## src/hw/rtl/bmo_pkg.sv

```systemverilog
`default_nettype none
package bmo_pkg;

  localparam int DEF_MAX_WIDTH  = 1024;
  localparam int DEF_MAX_HEIGHT = 1024;

  localparam int PIX_W      = 8;
  localparam int CFG_IDX_W  = 2;
  localparam int CFG_DATA_W = 11;
  localparam int LINES      = 4;
  localparam int WIN_N      = 5;
  localparam int KERN_HALF  = 2;
  localparam int MIN_SIZE   = 5;

  typedef enum logic [CFG_IDX_W-1:0] {
    REG_OPERATION    = 2'd0,
    REG_THRESHOLD    = 2'd1,
    REG_FRAME_WIDTH  = 2'd2,
    REG_FRAME_HEIGHT = 2'd3
  } cfg_reg_t;

  localparam logic                  OP_DILATE      = 1'b0;
  localparam logic                  OP_ERODE       = 1'b1;
  localparam logic [PIX_W-1:0]      PIX_SET        = 8'd255;
  localparam logic [PIX_W-1:0]      PIX_CLEAR      = 8'd0;
  localparam logic [PIX_W-1:0]      THRESHOLD_RST  = 8'd128;
  localparam logic [CFG_DATA_W-1:0] FRAME_SIZE_RST = 11'd512;

endpackage
`default_nettype wire

```

## src/hw/rtl/bmo_line_buf.sv

```systemverilog
`default_nettype none
module bmo_line_buf #(
  parameter int DEPTH = 1024,
  parameter int AW    = 10,
  parameter int DW    = 4
) (
  input  wire logic          clk,
  input  wire logic          rst_n,
  input  wire logic [AW-1:0] rd_addr,
  input  wire logic          wr_en,
  input  wire logic [AW-1:0] wr_addr,
  input  wire logic [DW-1:0] wr_data,
  output logic      [DW-1:0] rd_data,
  output logic               clr_busy
);
  import bmo_pkg::*;

  logic [DW-1:0] mem [DEPTH];
  logic [DW-1:0] rd_data_r;
  logic [AW-1:0] clr_addr_r;
  logic          clr_busy_r;
  logic          we;
  logic [AW-1:0] waddr;
  logic [DW-1:0] wdata;

  // sweep zeros through the store after reset
  always_comb begin
    if (clr_busy_r) begin
      we    = 1'b1;
      waddr = clr_addr_r;
      wdata = '0;
    end else begin
      we    = wr_en;
      waddr = wr_addr;
      wdata = wr_data;
    end
  end

  always_ff @(posedge clk) begin
    if (!rst_n) begin
      clr_busy_r <= 1'b1;
      clr_addr_r <= '0;
    end else if (clr_busy_r) begin
      clr_addr_r <= clr_addr_r + 1'b1;
      if (clr_addr_r == AW'(DEPTH - 1)) begin
        clr_busy_r <= 1'b0;
      end
    end
  end

  always_ff @(posedge clk) begin
    if (we) begin
      mem[waddr] <= wdata;
    end
    if (we && (waddr == rd_addr)) begin
      rd_data_r <= wdata;
    end else begin
      rd_data_r <= mem[rd_addr];
    end
  end

  assign rd_data  = rd_data_r;
  assign clr_busy = clr_busy_r;

endmodule
`default_nettype wire

```

## src/hw/rtl/bmo_div.sv

```systemverilog
`default_nettype none
module bmo_div #(
  parameter int NUM_W = 20,
  parameter int DEN_W = 11,
  parameter int CNT_W = 5
) (
  input  wire logic             clk,
  input  wire logic             rst_n,
  input  wire logic             start,
  input  wire logic [NUM_W-1:0] num,
  input  wire logic [DEN_W-1:0] den,
  output logic      [NUM_W-1:0] quo,
  output logic      [DEN_W-1:0] rem,
  output logic                  busy,
  output logic                  done
);
  import bmo_pkg::*;

  logic [CNT_W-1:0] cnt_r;
  logic [NUM_W-1:0] quo_r;
  logic [DEN_W-1:0] rem_r;
  logic             done_r;
  logic [DEN_W:0]   trial;
  logic             ge;
  logic [DEN_W:0]   diff;

  // one quotient bit per cycle, restoring
  always_comb begin
    trial = {rem_r, quo_r[NUM_W-1]};
    ge    = trial >= {1'b0, den};
    diff  = trial - {1'b0, den};
  end

  always_ff @(posedge clk) begin
    if (!rst_n) begin
      cnt_r  <= '0;
      done_r <= 1'b0;
    end else begin
      done_r <= 1'b0;
      if (start) begin
        cnt_r <= CNT_W'(NUM_W);
      end else if (cnt_r != '0) begin
        cnt_r <= cnt_r - 1'b1;
        if (cnt_r == CNT_W'(1)) begin
          done_r <= 1'b1;
        end
      end
    end
  end

  always_ff @(posedge clk) begin
    if (start) begin
      quo_r <= num;
      rem_r <= '0;
    end else if (cnt_r != '0) begin
      quo_r <= {quo_r[NUM_W-2:0], ge};
      rem_r <= ge ? diff[DEN_W-1:0] : trial[DEN_W-1:0];
    end
  end

  assign quo  = quo_r;
  assign rem  = rem_r;
  assign busy = (cnt_r != '0) || done_r;
  assign done = done_r;

endmodule
`default_nettype wire

```

## src/hw/rtl/bmo_window.sv

```systemverilog
`default_nettype none
module bmo_window #(
  parameter int NW  = 20,
  parameter int CW  = 10,
  parameter int WW1 = 11,
  parameter int HW1 = 11
) (
  input  wire logic                      clk,
  input  wire logic                      rst_n,
  input  wire logic                      shift_en,
  input  wire logic [bmo_pkg::WIN_N-1:0] col_in,
  input  wire logic [NW-1:0]             orow,
  input  wire logic [CW-1:0]             ocol,
  input  wire logic [WW1-1:0]            width,
  input  wire logic [HW1-1:0]            height,
  input  wire logic                      operation,
  output logic                           hit
);
  import bmo_pkg::*;

  localparam int WIN_BITS = WIN_N * WIN_N;

  logic [WIN_BITS-1:0] win_r;
  logic [WIN_BITS-1:0] win_nxt;
  logic [WIN_N-1:0]    row_ok;
  logic [WIN_N-1:0]    col_ok;
  logic                any_set;
  logic                all_set;
  logic                b;
  logic                corner;

  always_comb begin
    for (int r = 0; r < WIN_N; r++) begin
      win_nxt[r*WIN_N +: WIN_N] = {win_r[r*WIN_N +: WIN_N-1], col_in[r]};
    end
  end

  always_ff @(posedge clk) begin
    if (!rst_n) begin
      win_r <= '0;
    end else if (shift_en) begin
      win_r <= win_nxt;
    end
  end

  // row r covers image line orow + r - 2, column c covers ocol + 2 - c
  always_comb begin
    for (int r = 0; r < WIN_N; r++) begin
      row_ok[r] = (32'(orow) + 32'(r) >= 32'(KERN_HALF)) &&
                  (32'(orow) + 32'(r) < 32'(height) + 32'(KERN_HALF));
    end
    for (int c = 0; c < WIN_N; c++) begin
      col_ok[c] = (32'(ocol) + 32'(KERN_HALF) >= 32'(c)) &&
                  (32'(ocol) + 32'(KERN_HALF) < 32'(width) + 32'(c));
    end
  end

  always_comb begin
    any_set = 1'b0;
    all_set = 1'b1;
    for (int r = 0; r < WIN_N; r++) begin
      for (int c = 0; c < WIN_N; c++) begin
        corner = ((r == 0) || (r == WIN_N - 1)) && ((c == 0) || (c == WIN_N - 1));
        b      = win_nxt[r*WIN_N + c] && row_ok[r] && col_ok[c];
        if (!corner) begin
          any_set = any_set | b;
          all_set = all_set & b;
        end
      end
    end
    hit = (operation == OP_ERODE) ? all_set : any_set;
  end

endmodule
`default_nettype wire

```

## src/hw/rtl/binary_morphology_octagon_stream_top.sv

```systemverilog
`default_nettype none
// Binary dilation / erosion with a 21-point octagon (5x5 without corners) on a
// raster pixel stream. Each grey pixel is thresholded, four line buffers feed a
// 5x5 window, and the result (255 or 0) leaves two lines and two pixels behind
// its input; send drain transfers (in_tuser high) after the last pixel to flush
// the tail of the frame, with out_tlast on the final result. One transfer is
// taken per clock while in_tready is high; the line store is one read and one
// write per cycle, read registered from the next column address. in_tready
// stays low after reset while the line store is cleared, and after a
// frame_width write while a serial divider recomputes the output position.
module binary_morphology_octagon_stream_top #(
  parameter int MAX_WIDTH  = bmo_pkg::DEF_MAX_WIDTH,
  parameter int MAX_HEIGHT = bmo_pkg::DEF_MAX_HEIGHT
) (
  input  wire logic                           clk,
  input  wire logic                           rst_n,
  // in_tdata: [7:0] gray_level
  input  wire logic                           in_tvalid,
  output logic                                in_tready,
  input  wire logic [bmo_pkg::PIX_W-1:0]      in_tdata,
  // in_tuser: [0] drain
  input  wire logic                           in_tuser,
  // out_tdata: [7:0] out_pixel
  output logic                                out_tvalid,
  input  wire logic                           out_tready,
  output logic      [bmo_pkg::PIX_W-1:0]      out_tdata,
  output logic                                out_tlast,
  input  wire logic                           cfg_we,
  input  wire logic [bmo_pkg::CFG_IDX_W-1:0]  cfg_index,
  input  wire logic [bmo_pkg::CFG_DATA_W-1:0] cfg_wdata
);
  import bmo_pkg::*;

  localparam int CW    = $clog2(MAX_WIDTH);
  localparam int WW1   = $clog2(MAX_WIDTH + 1);
  localparam int HW1   = $clog2(MAX_HEIGHT + 1);
  localparam int RW    = $clog2(MAX_HEIGHT + 4) + 1;
  localparam int NW    = $clog2(MAX_WIDTH * MAX_HEIGHT + 1);
  localparam int DCNTW = $clog2(NW + 1);

  logic                  op_r;
  logic [PIX_W-1:0]      thr_r;
  logic [CFG_DATA_W-1:0] fw_r;
  logic [CFG_DATA_W-1:0] fh_r;
  logic                  div_pend_r;

  logic [CW-1:0]  in_col_r, in_col_nxt;
  logic [RW-1:0]  in_row_r, in_row_nxt;
  logic [NW-1:0]  out_cnt_r, out_cnt_nxt;
  logic [NW-1:0]  orow_r, orow_nxt;
  logic [CW-1:0]  ocol_r, ocol_nxt;

  logic             out_valid_r;
  logic [PIX_W-1:0] out_pix_r;
  logic             out_last_r;

  logic [WW1-1:0]   w_eff;
  logic [HW1-1:0]   h_eff;
  logic             take, step, in_image, px_bit, pos_ge_lag, emit, is_last, frame_end;
  logic [LINES-1:0] lb_rd;
  logic             lb_busy;
  logic             hit;
  logic [NW-1:0]    div_quo;
  logic [WW1-1:0]   div_rem;
  logic             div_busy, div_done;

  always_comb begin
    if (32'(fw_r) < 32'(MIN_SIZE)) begin
      w_eff = WW1'(MIN_SIZE);
    end else if (32'(fw_r) > 32'(MAX_WIDTH)) begin
      w_eff = WW1'(MAX_WIDTH);
    end else begin
      w_eff = WW1'(fw_r);
    end
    if (32'(fh_r) < 32'(MIN_SIZE)) begin
      h_eff = HW1'(MIN_SIZE);
    end else if (32'(fh_r) > 32'(MAX_HEIGHT)) begin
      h_eff = HW1'(MAX_HEIGHT);
    end else begin
      h_eff = HW1'(fh_r);
    end
  end

  assign in_tready = !lb_busy && !div_pend_r && !div_busy && (!out_valid_r || out_tready);
  assign take      = in_tvalid && in_tready;
  assign in_image  = 32'(in_row_r) < 32'(h_eff);
  assign step      = take && !(in_image && in_tuser);
  assign px_bit    = in_image && (in_tdata >= thr_r);

  always_comb begin
    pos_ge_lag = (32'(in_row_r) >= 32'd3) ||
                 ((32'(in_row_r) == 32'd2) && (32'(in_col_r) >= 32'd2)) ||
                 ((32'(in_row_r) == 32'd1) && (32'(in_col_r) >= 32'(w_eff) + 32'd2)) ||
                 ((32'(in_row_r) == 32'd0) &&
                  (32'(in_col_r) >= 32'd2 * 32'(w_eff) + 32'd2));
    emit    = step && pos_ge_lag && (32'(orow_r) < 32'(h_eff));
    is_last = (32'(orow_r) + 32'd1 == 32'(h_eff)) && (32'(ocol_r) + 32'd1 == 32'(w_eff));
  end

  always_comb begin
    in_col_nxt  = in_col_r;
    in_row_nxt  = in_row_r;
    out_cnt_nxt = out_cnt_r;
    orow_nxt    = orow_r;
    ocol_nxt    = ocol_r;
    frame_end   = 1'b0;
    if (step) begin
      if (emit) begin
        out_cnt_nxt = out_cnt_r + 1'b1;
        if (32'(ocol_r) + 32'd1 >= 32'(w_eff)) begin
          ocol_nxt = '0;
          orow_nxt = orow_r + 1'b1;
        end else begin
          ocol_nxt = ocol_r + 1'b1;
        end
      end
      if (32'(in_col_r) + 32'd1 >= 32'(w_eff)) begin
        in_col_nxt = '0;
        in_row_nxt = in_row_r + 1'b1;
      end else begin
        in_col_nxt = in_col_r + 1'b1;
      end
      frame_end = 32'(orow_nxt) >= 32'(h_eff);
      if (frame_end) begin
        in_col_nxt  = '0;
        in_row_nxt  = '0;
        out_cnt_nxt = '0;
        orow_nxt    = '0;
        ocol_nxt    = '0;
      end
    end
  end

  always_ff @(posedge clk) begin
    if (!rst_n) begin
      op_r       <= OP_DILATE;
      thr_r      <= THRESHOLD_RST;
      fw_r       <= FRAME_SIZE_RST;
      fh_r       <= FRAME_SIZE_RST;
      div_pend_r <= 1'b0;
    end else begin
      div_pend_r <= 1'b0;
      if (cfg_we) begin
        case (cfg_reg_t'(cfg_index))
          REG_OPERATION:    op_r  <= cfg_wdata[0];
          REG_THRESHOLD:    thr_r <= cfg_wdata[PIX_W-1:0];
          REG_FRAME_WIDTH: begin
            fw_r       <= cfg_wdata;
            div_pend_r <= 1'b1;
          end
          REG_FRAME_HEIGHT: fh_r  <= cfg_wdata;
          default: ;
        endcase
      end
    end
  end

  always_ff @(posedge clk) begin
    if (!rst_n) begin
      in_col_r  <= '0;
      in_row_r  <= '0;
      out_cnt_r <= '0;
      orow_r    <= '0;
      ocol_r    <= '0;
    end else begin
      in_col_r  <= in_col_nxt;
      in_row_r  <= in_row_nxt;
      out_cnt_r <= out_cnt_nxt;
      if (div_done) begin
        orow_r <= div_quo;
        ocol_r <= CW'(div_rem);
      end else begin
        orow_r <= orow_nxt;
        ocol_r <= ocol_nxt;
      end
    end
  end

  always_ff @(posedge clk) begin
    if (!rst_n) begin
      out_valid_r <= 1'b0;
    end else if (emit) begin
      out_valid_r <= 1'b1;
    end else if (out_tready) begin
      out_valid_r <= 1'b0;
    end
  end

  always_ff @(posedge clk) begin
    if (emit) begin
      out_pix_r  <= hit ? PIX_SET : PIX_CLEAR;
      out_last_r <= is_last;
    end
  end

  assign out_tvalid = out_valid_r;
  assign out_tdata  = out_pix_r;
  assign out_tlast  = out_last_r;

  bmo_line_buf #(
    .DEPTH (MAX_WIDTH),
    .AW    (CW),
    .DW    (LINES)
  ) u_line_buf (
    .clk      (clk),
    .rst_n    (rst_n),
    .rd_addr  (in_col_nxt),
    .wr_en    (step),
    .wr_addr  (in_col_r),
    .wr_data  ({px_bit, lb_rd[LINES-1:1]}),
    .rd_data  (lb_rd),
    .clr_busy (lb_busy)
  );

  bmo_window #(
    .NW  (NW),
    .CW  (CW),
    .WW1 (WW1),
    .HW1 (HW1)
  ) u_window (
    .clk       (clk),
    .rst_n     (rst_n),
    .shift_en  (step),
    .col_in    ({px_bit, lb_rd}),
    .orow      (orow_r),
    .ocol      (ocol_r),
    .width     (w_eff),
    .height    (h_eff),
    .operation (op_r),
    .hit       (hit)
  );

  bmo_div #(
    .NUM_W (NW),
    .DEN_W (WW1),
    .CNT_W (DCNTW)
  ) u_div (
    .clk   (clk),
    .rst_n (rst_n),
    .start (div_pend_r),
    .num   (out_cnt_r),
    .den   (w_eff),
    .quo   (div_quo),
    .rem   (div_rem),
    .busy  (div_busy),
    .done  (div_done)
  );

endmodule
`default_nettype wire

```

## config.mk

```make
export PLATFORM = sky130hd
export DESIGN_NAME = binary_morphology_octagon_stream_top
export DESIGN_NICKNAME = d
export VERILOG_FILES = /design/src/hw/rtl/bmo_pkg.sv /design/src/hw/rtl/bmo_line_buf.sv /design/src/hw/rtl/bmo_div.sv /design/src/hw/rtl/bmo_window.sv /design/src/hw/rtl/binary_morphology_octagon_stream_top.sv
export SDC_FILE = /design/constraint.sdc
export NUM_CORES = 2
export LEC_CHECK = 0
export CAP_MARGIN = 20
export CORE_MARGIN = 2
export CORE_UTILIZATION = 35
export CTS_CLUSTER_DIAMETER = 50
export DETAILED_ROUTE_END_ITERATION = 10
export DONT_BUFFER_PORTS = 1
export SETUP_SLACK_MARGIN = 0.2
export SLEW_MARGIN = 20
export SYNTH_ARGS = -nofsm -noshare
export SYNTH_HDL_FRONTEND = slang
export SYNTH_SLANG_ARGS = --single-unit
```

## constraint.sdc

```tcl
create_clock -name clk -period 62.1 [get_ports clk]
set_clock_uncertainty 0.15 [all_clocks]
set_input_delay 9.315 -clock clk [delete_from_list [all_inputs] [get_ports clk]]
set_output_delay 9.315 -clock clk [all_outputs]
set_load 0.02 [all_outputs]
```

After elaboration in Yosys (flattened, before gate mapping)
Memory sizes are Yosys's and may differ from the RTL's. A register that Yosys moved wholly into a read port is not among the register bits.
Cells that the tools add are included.
{"block": "classes", "n_addsub": 21, "order_cmp": 35, "eq_ne": 9, "n_mux": 40, "n_bitwise": 42, "reduce_logical": 94}
{"operator": "< comparator 32 bit", "n": 8}
{"operator": "two-way mux 21 bit", "n": 10}
{"operator": ">= comparator 32 x 2 -> 1 bit (second input constant)", "n": 6}
{"operator": "two-way mux 10 bit", "n": 9}
{"operator": "logical AND 1 bit", "n": 65}
{"operator": "equality test 32 x 11 -> 1 bit", "n": 2}
{"operator": ">= comparator 32 x 1 -> 1 bit (second input constant)", "n": 2}
{"operator": "two-way mux 11 bit", "n": 5}
{"operator": "adder 21 x 2 -> 22 bit (second input constant)", "n": 2}
{"operator": "adder 21 x 1 -> 21 bit (second input constant)", "n": 2}
{"operator": "adder 11 x 2 -> 12 bit (second input constant)", "n": 3}
{"operator": ">= comparator 10 x 32 -> 1 bit", "n": 1}
{"operator": ">= comparator 32 x 3 -> 1 bit (second input constant)", "n": 1}
{"operator": "< comparator 21 x 32 -> 1 bit", "n": 1}
{"operator": "< comparator 32 x 11 -> 1 bit", "n": 1}
{"operator": "adder 10 x 1 -> 10 bit (second input constant)", "n": 3}
{"operator": "two-way mux 12 bit", "n": 2}
{"operator": "adder 10 x 1 -> 11 bit (second input constant)", "n": 2}
{"operator": "adder 21 x 1 -> 22 bit (second input constant)", "n": 1}
{"operator": "adder 21 x 3 -> 22 bit (second input constant)", "n": 1}
{"operator": ">= comparator 11 bit", "n": 2}
{"operator": "greater-than comparator 11 bit (second input constant)", "n": 2}
{"operator": "< comparator 11 x 3 -> 1 bit (second input constant)", "n": 2}
{"operator": ">= comparator 21 x 11 -> 1 bit", "n": 1}
{"operator": "38 further kinds", "n": 107}
{"block": "word_totals", "regBits": 188, "mem_bits_rw": 4096, "elab_cells": 263, "n_memories": 1}
{"memory": "u_line_buf.mem", "words": 1024, "width": 4, "read_ports": 1, "rd_clocked_by_memory_dff": 1, "write_ports": 1, "line_no": "bmo_line_buf.sv:18", "source": "logic [DW-1:0] mem [DEPTH];"}

Depth between registers and ports, before layout
{"block": "depth", "word_depth": 30, "mapped_depth": 34}

Hierarchy
A second synthesis with hierarchy kept.
{"block": "unflattened", "cells_unflattened": 10306, "area_unflattened_um2": 180607.0}
{"module": "bmo_line_buf", "instances": 1, "cells_each": 8239, "area_each_um2": 163992.3, "seq_area_each_um2": 123418.4}
{"module": "binary_morphology_octagon_stream_top", "instances": 1, "cells_each": 1055, "area_each_um2": 8191.6, "seq_area_each_um2": 2202.1}
{"module": "bmo_window", "instances": 1, "cells_each": 788, "area_each_um2": 6120.9, "seq_area_each_um2": 360.3}
{"module": "bmo_div", "instances": 1, "cells_each": 224, "area_each_um2": 2302.2, "seq_area_each_um2": 970.9}

Worst setup path after synthesis
No wires, ideal clock.
{"block": "synth_timing", "kind": "input -> register", "startpoint": "input in_tdata[0] (netlist bit)", "endpoint": "memory u_line_buf.mem[0][3] (data pin)", "setup_time_ps": 5196, "arrival_time_ps": 35201, "slack_ps": 21553, "cell_stages": 12, "path_buffers": 0, "cell_sequence": "inv_1 -> ha_1 -> nand2b_1 -> a21o_1 -> a21o_1 -> a21o_1 -> a21o_1 -> a21o_1 -> a21o_1 -> a21oi_1 -> nor2b_1 -> nor2b_1"}
{"block": "synth_between", "elab_chain_cells": 3}
{"element": "from (decl)", "line_no": "binary_morphology_octagon_stream_top.sv:20", "source": "input wire logic [bmo_pkg::PIX_W-1:0] in_tdata,"}
{"element": ">= comparator 8 bit", "line_no": "binary_morphology_octagon_stream_top.sv:88", "source": "assign px_bit = in_image && (in_tdata >= thr_r);"}
{"element": "logical AND 1 bit", "line_no": "binary_morphology_octagon_stream_top.sv:88"}
{"element": "two-way mux 4 bit", "line_no": "bmo_line_buf.sv:28", "source": "if (clr_busy_r) begin"}
{"element": "via u_line_buf.wdata[3]", "line_no": "bmo_line_buf.sv:24", "source": "logic [DW-1:0] wdata;"}
{"element": "to (decl)", "line_no": "bmo_line_buf.sv:18"}
The timed path passes the listed nets, and every way through them passes these cells.

Worst setup path in the final report
{"block": "layout_timing", "startpoint": "input out_tready", "endpoint": "output in_tready"}
{"block": "layout_between", "elab_chain_cells": 2}
{"element": "from (decl)", "line_no": "binary_morphology_octagon_stream_top.sv:25", "source": "input wire logic out_tready,"}
{"element": "logical OR 1 bit", "line_no": "binary_morphology_octagon_stream_top.sv:84", "source": "assign in_tready = !lb_busy && !div_pend_r && !div_busy && (!out_valid_r || out_tready);"}
{"element": "logical AND 1 bit", "line_no": "binary_morphology_octagon_stream_top.sv:84"}
{"element": "to (decl)", "line_no": "binary_morphology_octagon_stream_top.sv:19", "source": "output logic in_tready,"}
Every way passes these cells.

==> summary.md <==
| Metric | Value |
|---|---|
| Max Cap Viol | 0 |
| Tot GR Track Use | 20.3% |
| Die Wd | 718 µm |
| Wire per inst | 31.7 µm |
| CP max-delay cell | nor4_1 |
| Post-synth EDFFs | 4119 |
| Commonest non-fill, non-tap cells in the layout | 4119 x edfxtp_1, 1218 x nor2_1, 1029 x mux4_2, 430 x clkbuf_16, 396 x nand2_1 |
| Crit. Startpoint | out_tready |
| CTS buffer count | 428 |
| Die area | 516000 µm² |
| Top Layer Used | met5 |
| Ys flop type | edfxtp_1 |
| # IOs | 38 |
| Clock root buffer | clkbuf_16 |
| Largest net degree at the start of global routing | 221 |
| Vias | 99300 |
| Met2 WL | 250000 µm |
| Crit path buf inv count | 0 |
| DP Area | 186000 µm² |
| Met3 Wirelength | 63900 µm |
| Flops & latches, synth | 4282 |
| Final setup violation count | 0 |
| Tightest Pin Transition | 1.24 ns |
| Worst path top cell family by delay | simple AND/OR/NAND/NOR gates |
| Core area | 509000 µm² |
| Global-route wire length before repair | 754000 µm |
| Post-route ant nets | 0 |
| CP Max Fanout | 2 |
| Final setup TNS | 0 ns |
| Iter 0 DRT Violations | 15300 |
| Class of the worst hold path | reg2reg |
| Power per cell area | 30.3 nW/µm² |
| Worst path depth | 2 |
| F_max | 50.9 MHz |
| Commonest non-fill, non-tap cell in the layout | edfxtp_1 |
| CTS tree | yes |
| Post-layout min period | 19.64 ns |
| Detailed placement HPWL | 335000 µm |
| Clock Latency Late Sink | 1.05 ns |
| Cell count after synthesis | 9877 |
| Initial antenna violation count | 50 |
| DRT Wirelength | 541000 µm |
| Register area | 127000 µm² |
| Slew HR | 17.0% |
| CTS clk-pin slew, worst paths | 0.06 ns |
| Setup Buffers After CTS | 0 |
| GRT Residual Overflow | 0 |
| Outcome | complete, no violations |
| Worst r2r dst | u_line_buf.mem[988][0] |
| Fill cells | 45500 |
| Hold Vio Cnt, Final | 0 |
| Vias/cell | 5.83 |
| Final Max Slew Viols | 0 |
| Length of routed wiring on met1 | 206000 µm |
| Critical Path AT | 10.17 ns |
| Ys Warns | 0 |
| Area Growth Syn to Fin | 11.8% |
| Ys async rst share | 0% |
| Layout cells sized above 1 | 20.5% |
| Tcrit/Tclk final | 31.6% |
| RSZ-0062 raised after global routing | false |
| Register area share after synthesis | 71.1% |
| CP endpoint kind | output pin |
| Critical Path RT | 52.63 ns |
| Pre-Repair DR Iteration Count | 9 |
| Crit path capture | in_tready |
| Syn_area_per_cell | 18.1 µm² |
| Setup crit start kind | input pin |
| Cell area after synthesis | 179000 µm² |
| Peak supply drop | 0.0274 mV |
| CTS Hold Bufs | 0 |
| CP peak stage delay | 0.82 ns |
| Post-route DRC | 0 |
| Worst-path cell chain | nor2b_1, nor4_1 |
| H-tree levels | 5 |
| Height of the die | 718 µm |
| I/O Buffers | 0 |
| Final nets | 10200 |
| CTS Buffer Depth | 4 |
| Vias in the first global route | 97000 |
| Number of cell rows | 262 |
| Final Cell Area | 200000 µm² |
| Initial Util | 35.1% |
| Multi-input gate area in the final layout | 47700 µm² |
| Reg2Reg Setup Slack | 50.70 ns |
| Sinks on Clock Net | 4282 |
| Routability cong. | 0.898 |
| Post_cts resized | 0 |
| Reg2reg path depth | 19 |
| Setup CP Type | in2out |
| Leakage | 68.1 nW |
| Post-synth cell types | 101 |
## sequential cells by signal (all words and copies together) (netlist names), 5 cells and up, named ones only
signal                 cells
in_row_r                  12
orow_r                    21
u_window.win_r            18
in_col_r                  10
out_cnt_r                 21
ocol_r                    10
u_div.quo                 21
fh_r                      11
thr_r                      8
u_div.rem                 11
u_line_buf.clr_addr_r     10
fw_r                      11
u_div.cnt_r                5
u_line_buf.mem          4096
## kinds of logic (layout without fill, tap and decap cells)
kind of cell | Yosys count | in the layout | share of synthesized area, %
compound gates | 839 | 839 | 3.23
mux | 1365 | 1365 | 15.4
simple gates | 2260 | 2260 | 5.48
xor+xnor | 146 | 146 | 0.716
flops | 4282 | 4282 | 71.1
buf+inv | 761 | 1159 | 2.50
fa+ha+maj | 223 | 223 | 1.56
other cells | 1 | 39 | 0.00210
## routing by layer
layer	up-vias	track usage, %
li1	39800	-
met1	52300	27.6
met2	6220	31.7
met3	993	5.18
met4	16	7.30
met5	-	0
## worst min path at each step
stage / start / to / cells after the start
6_report: u_window.win_r[2] / u_window.win_r[2] / 2
2_1_floorplan: u_div.rem[10] / u_div.rem[10] / 2
3_5_place_dp: u_window.win_r[2] / u_window.win_r[2] / 2
5_1_grt: u_window.win_r[2] / u_window.win_r[2] / 2
4_1_cts: u_window.win_r[2] / u_window.win_r[2] / 2
3_3_place_gp: u_window.win_r[2] / u_window.win_r[2] / 2
## synth_stat cells, types with 110 or more instances
cell type	count	area share, %
mux2i_1	238	1.3
buf_2	127	0.36
a21oi_1	190	0.53
nand2_1	426	0.90
nor3_1	125	0.35
dfxtp_1	163	1.8
nand3_1	127	0.36
o21ai_0	118	0.33
ha_1	217	1.5
mux4_2	1029	13
nor2_1	1233	2.6
a22oi_1	110	0.46
clkbuf_1	331	0.70
edfxtp_1	4119	69
## report_power, final
group	switching (mW)	total, mW	internal (mW)	leakage (nW)
combinational	0.226	0.333	0.107	15.3
clock	1.14	2.56	1.42	6.72
sequential	0.0224	3.16	3.14	46.1
## final cells by class
cell class,instances,area share [%]
Clock buffer,527,5.59
Tap cell,6732,4.22
Sequential cell,4282,63.6
Antenna cell,34,0.0426
Inverter,88,0.174
Timing Repair Buffer,278,1.15
Multi-Input combinational cell,4838,23.9
Clock inverter,266,1.34
## through the flow
| stage | setup WS, ns | cells | util [%] | hold WS, ns | power (mW) |
|---|---|---|---|---|---|
| 2_1_floorplan | 21.55 | 9881 | - | 0.276 | 3.41 |
| 3_3_place_gp | 42.45 | 16200 | 36.5 | 0.295 | 3.54 |
| 3_5_place_dp | 42.44 | 16200 | 36.5 | 0.311 | 3.55 |
| 4_1_cts | 42.44 | 17000 | 39.2 | 0.319 | 6.07 |
| 5_1_grt | 42.38 | 17000 | 39.2 | 0.327 | 6.21 |
| 6_report | 42.46 | 17000 | 39.3 | 0.319 | 6.05 |
Power figures use the tool's default switching activity.
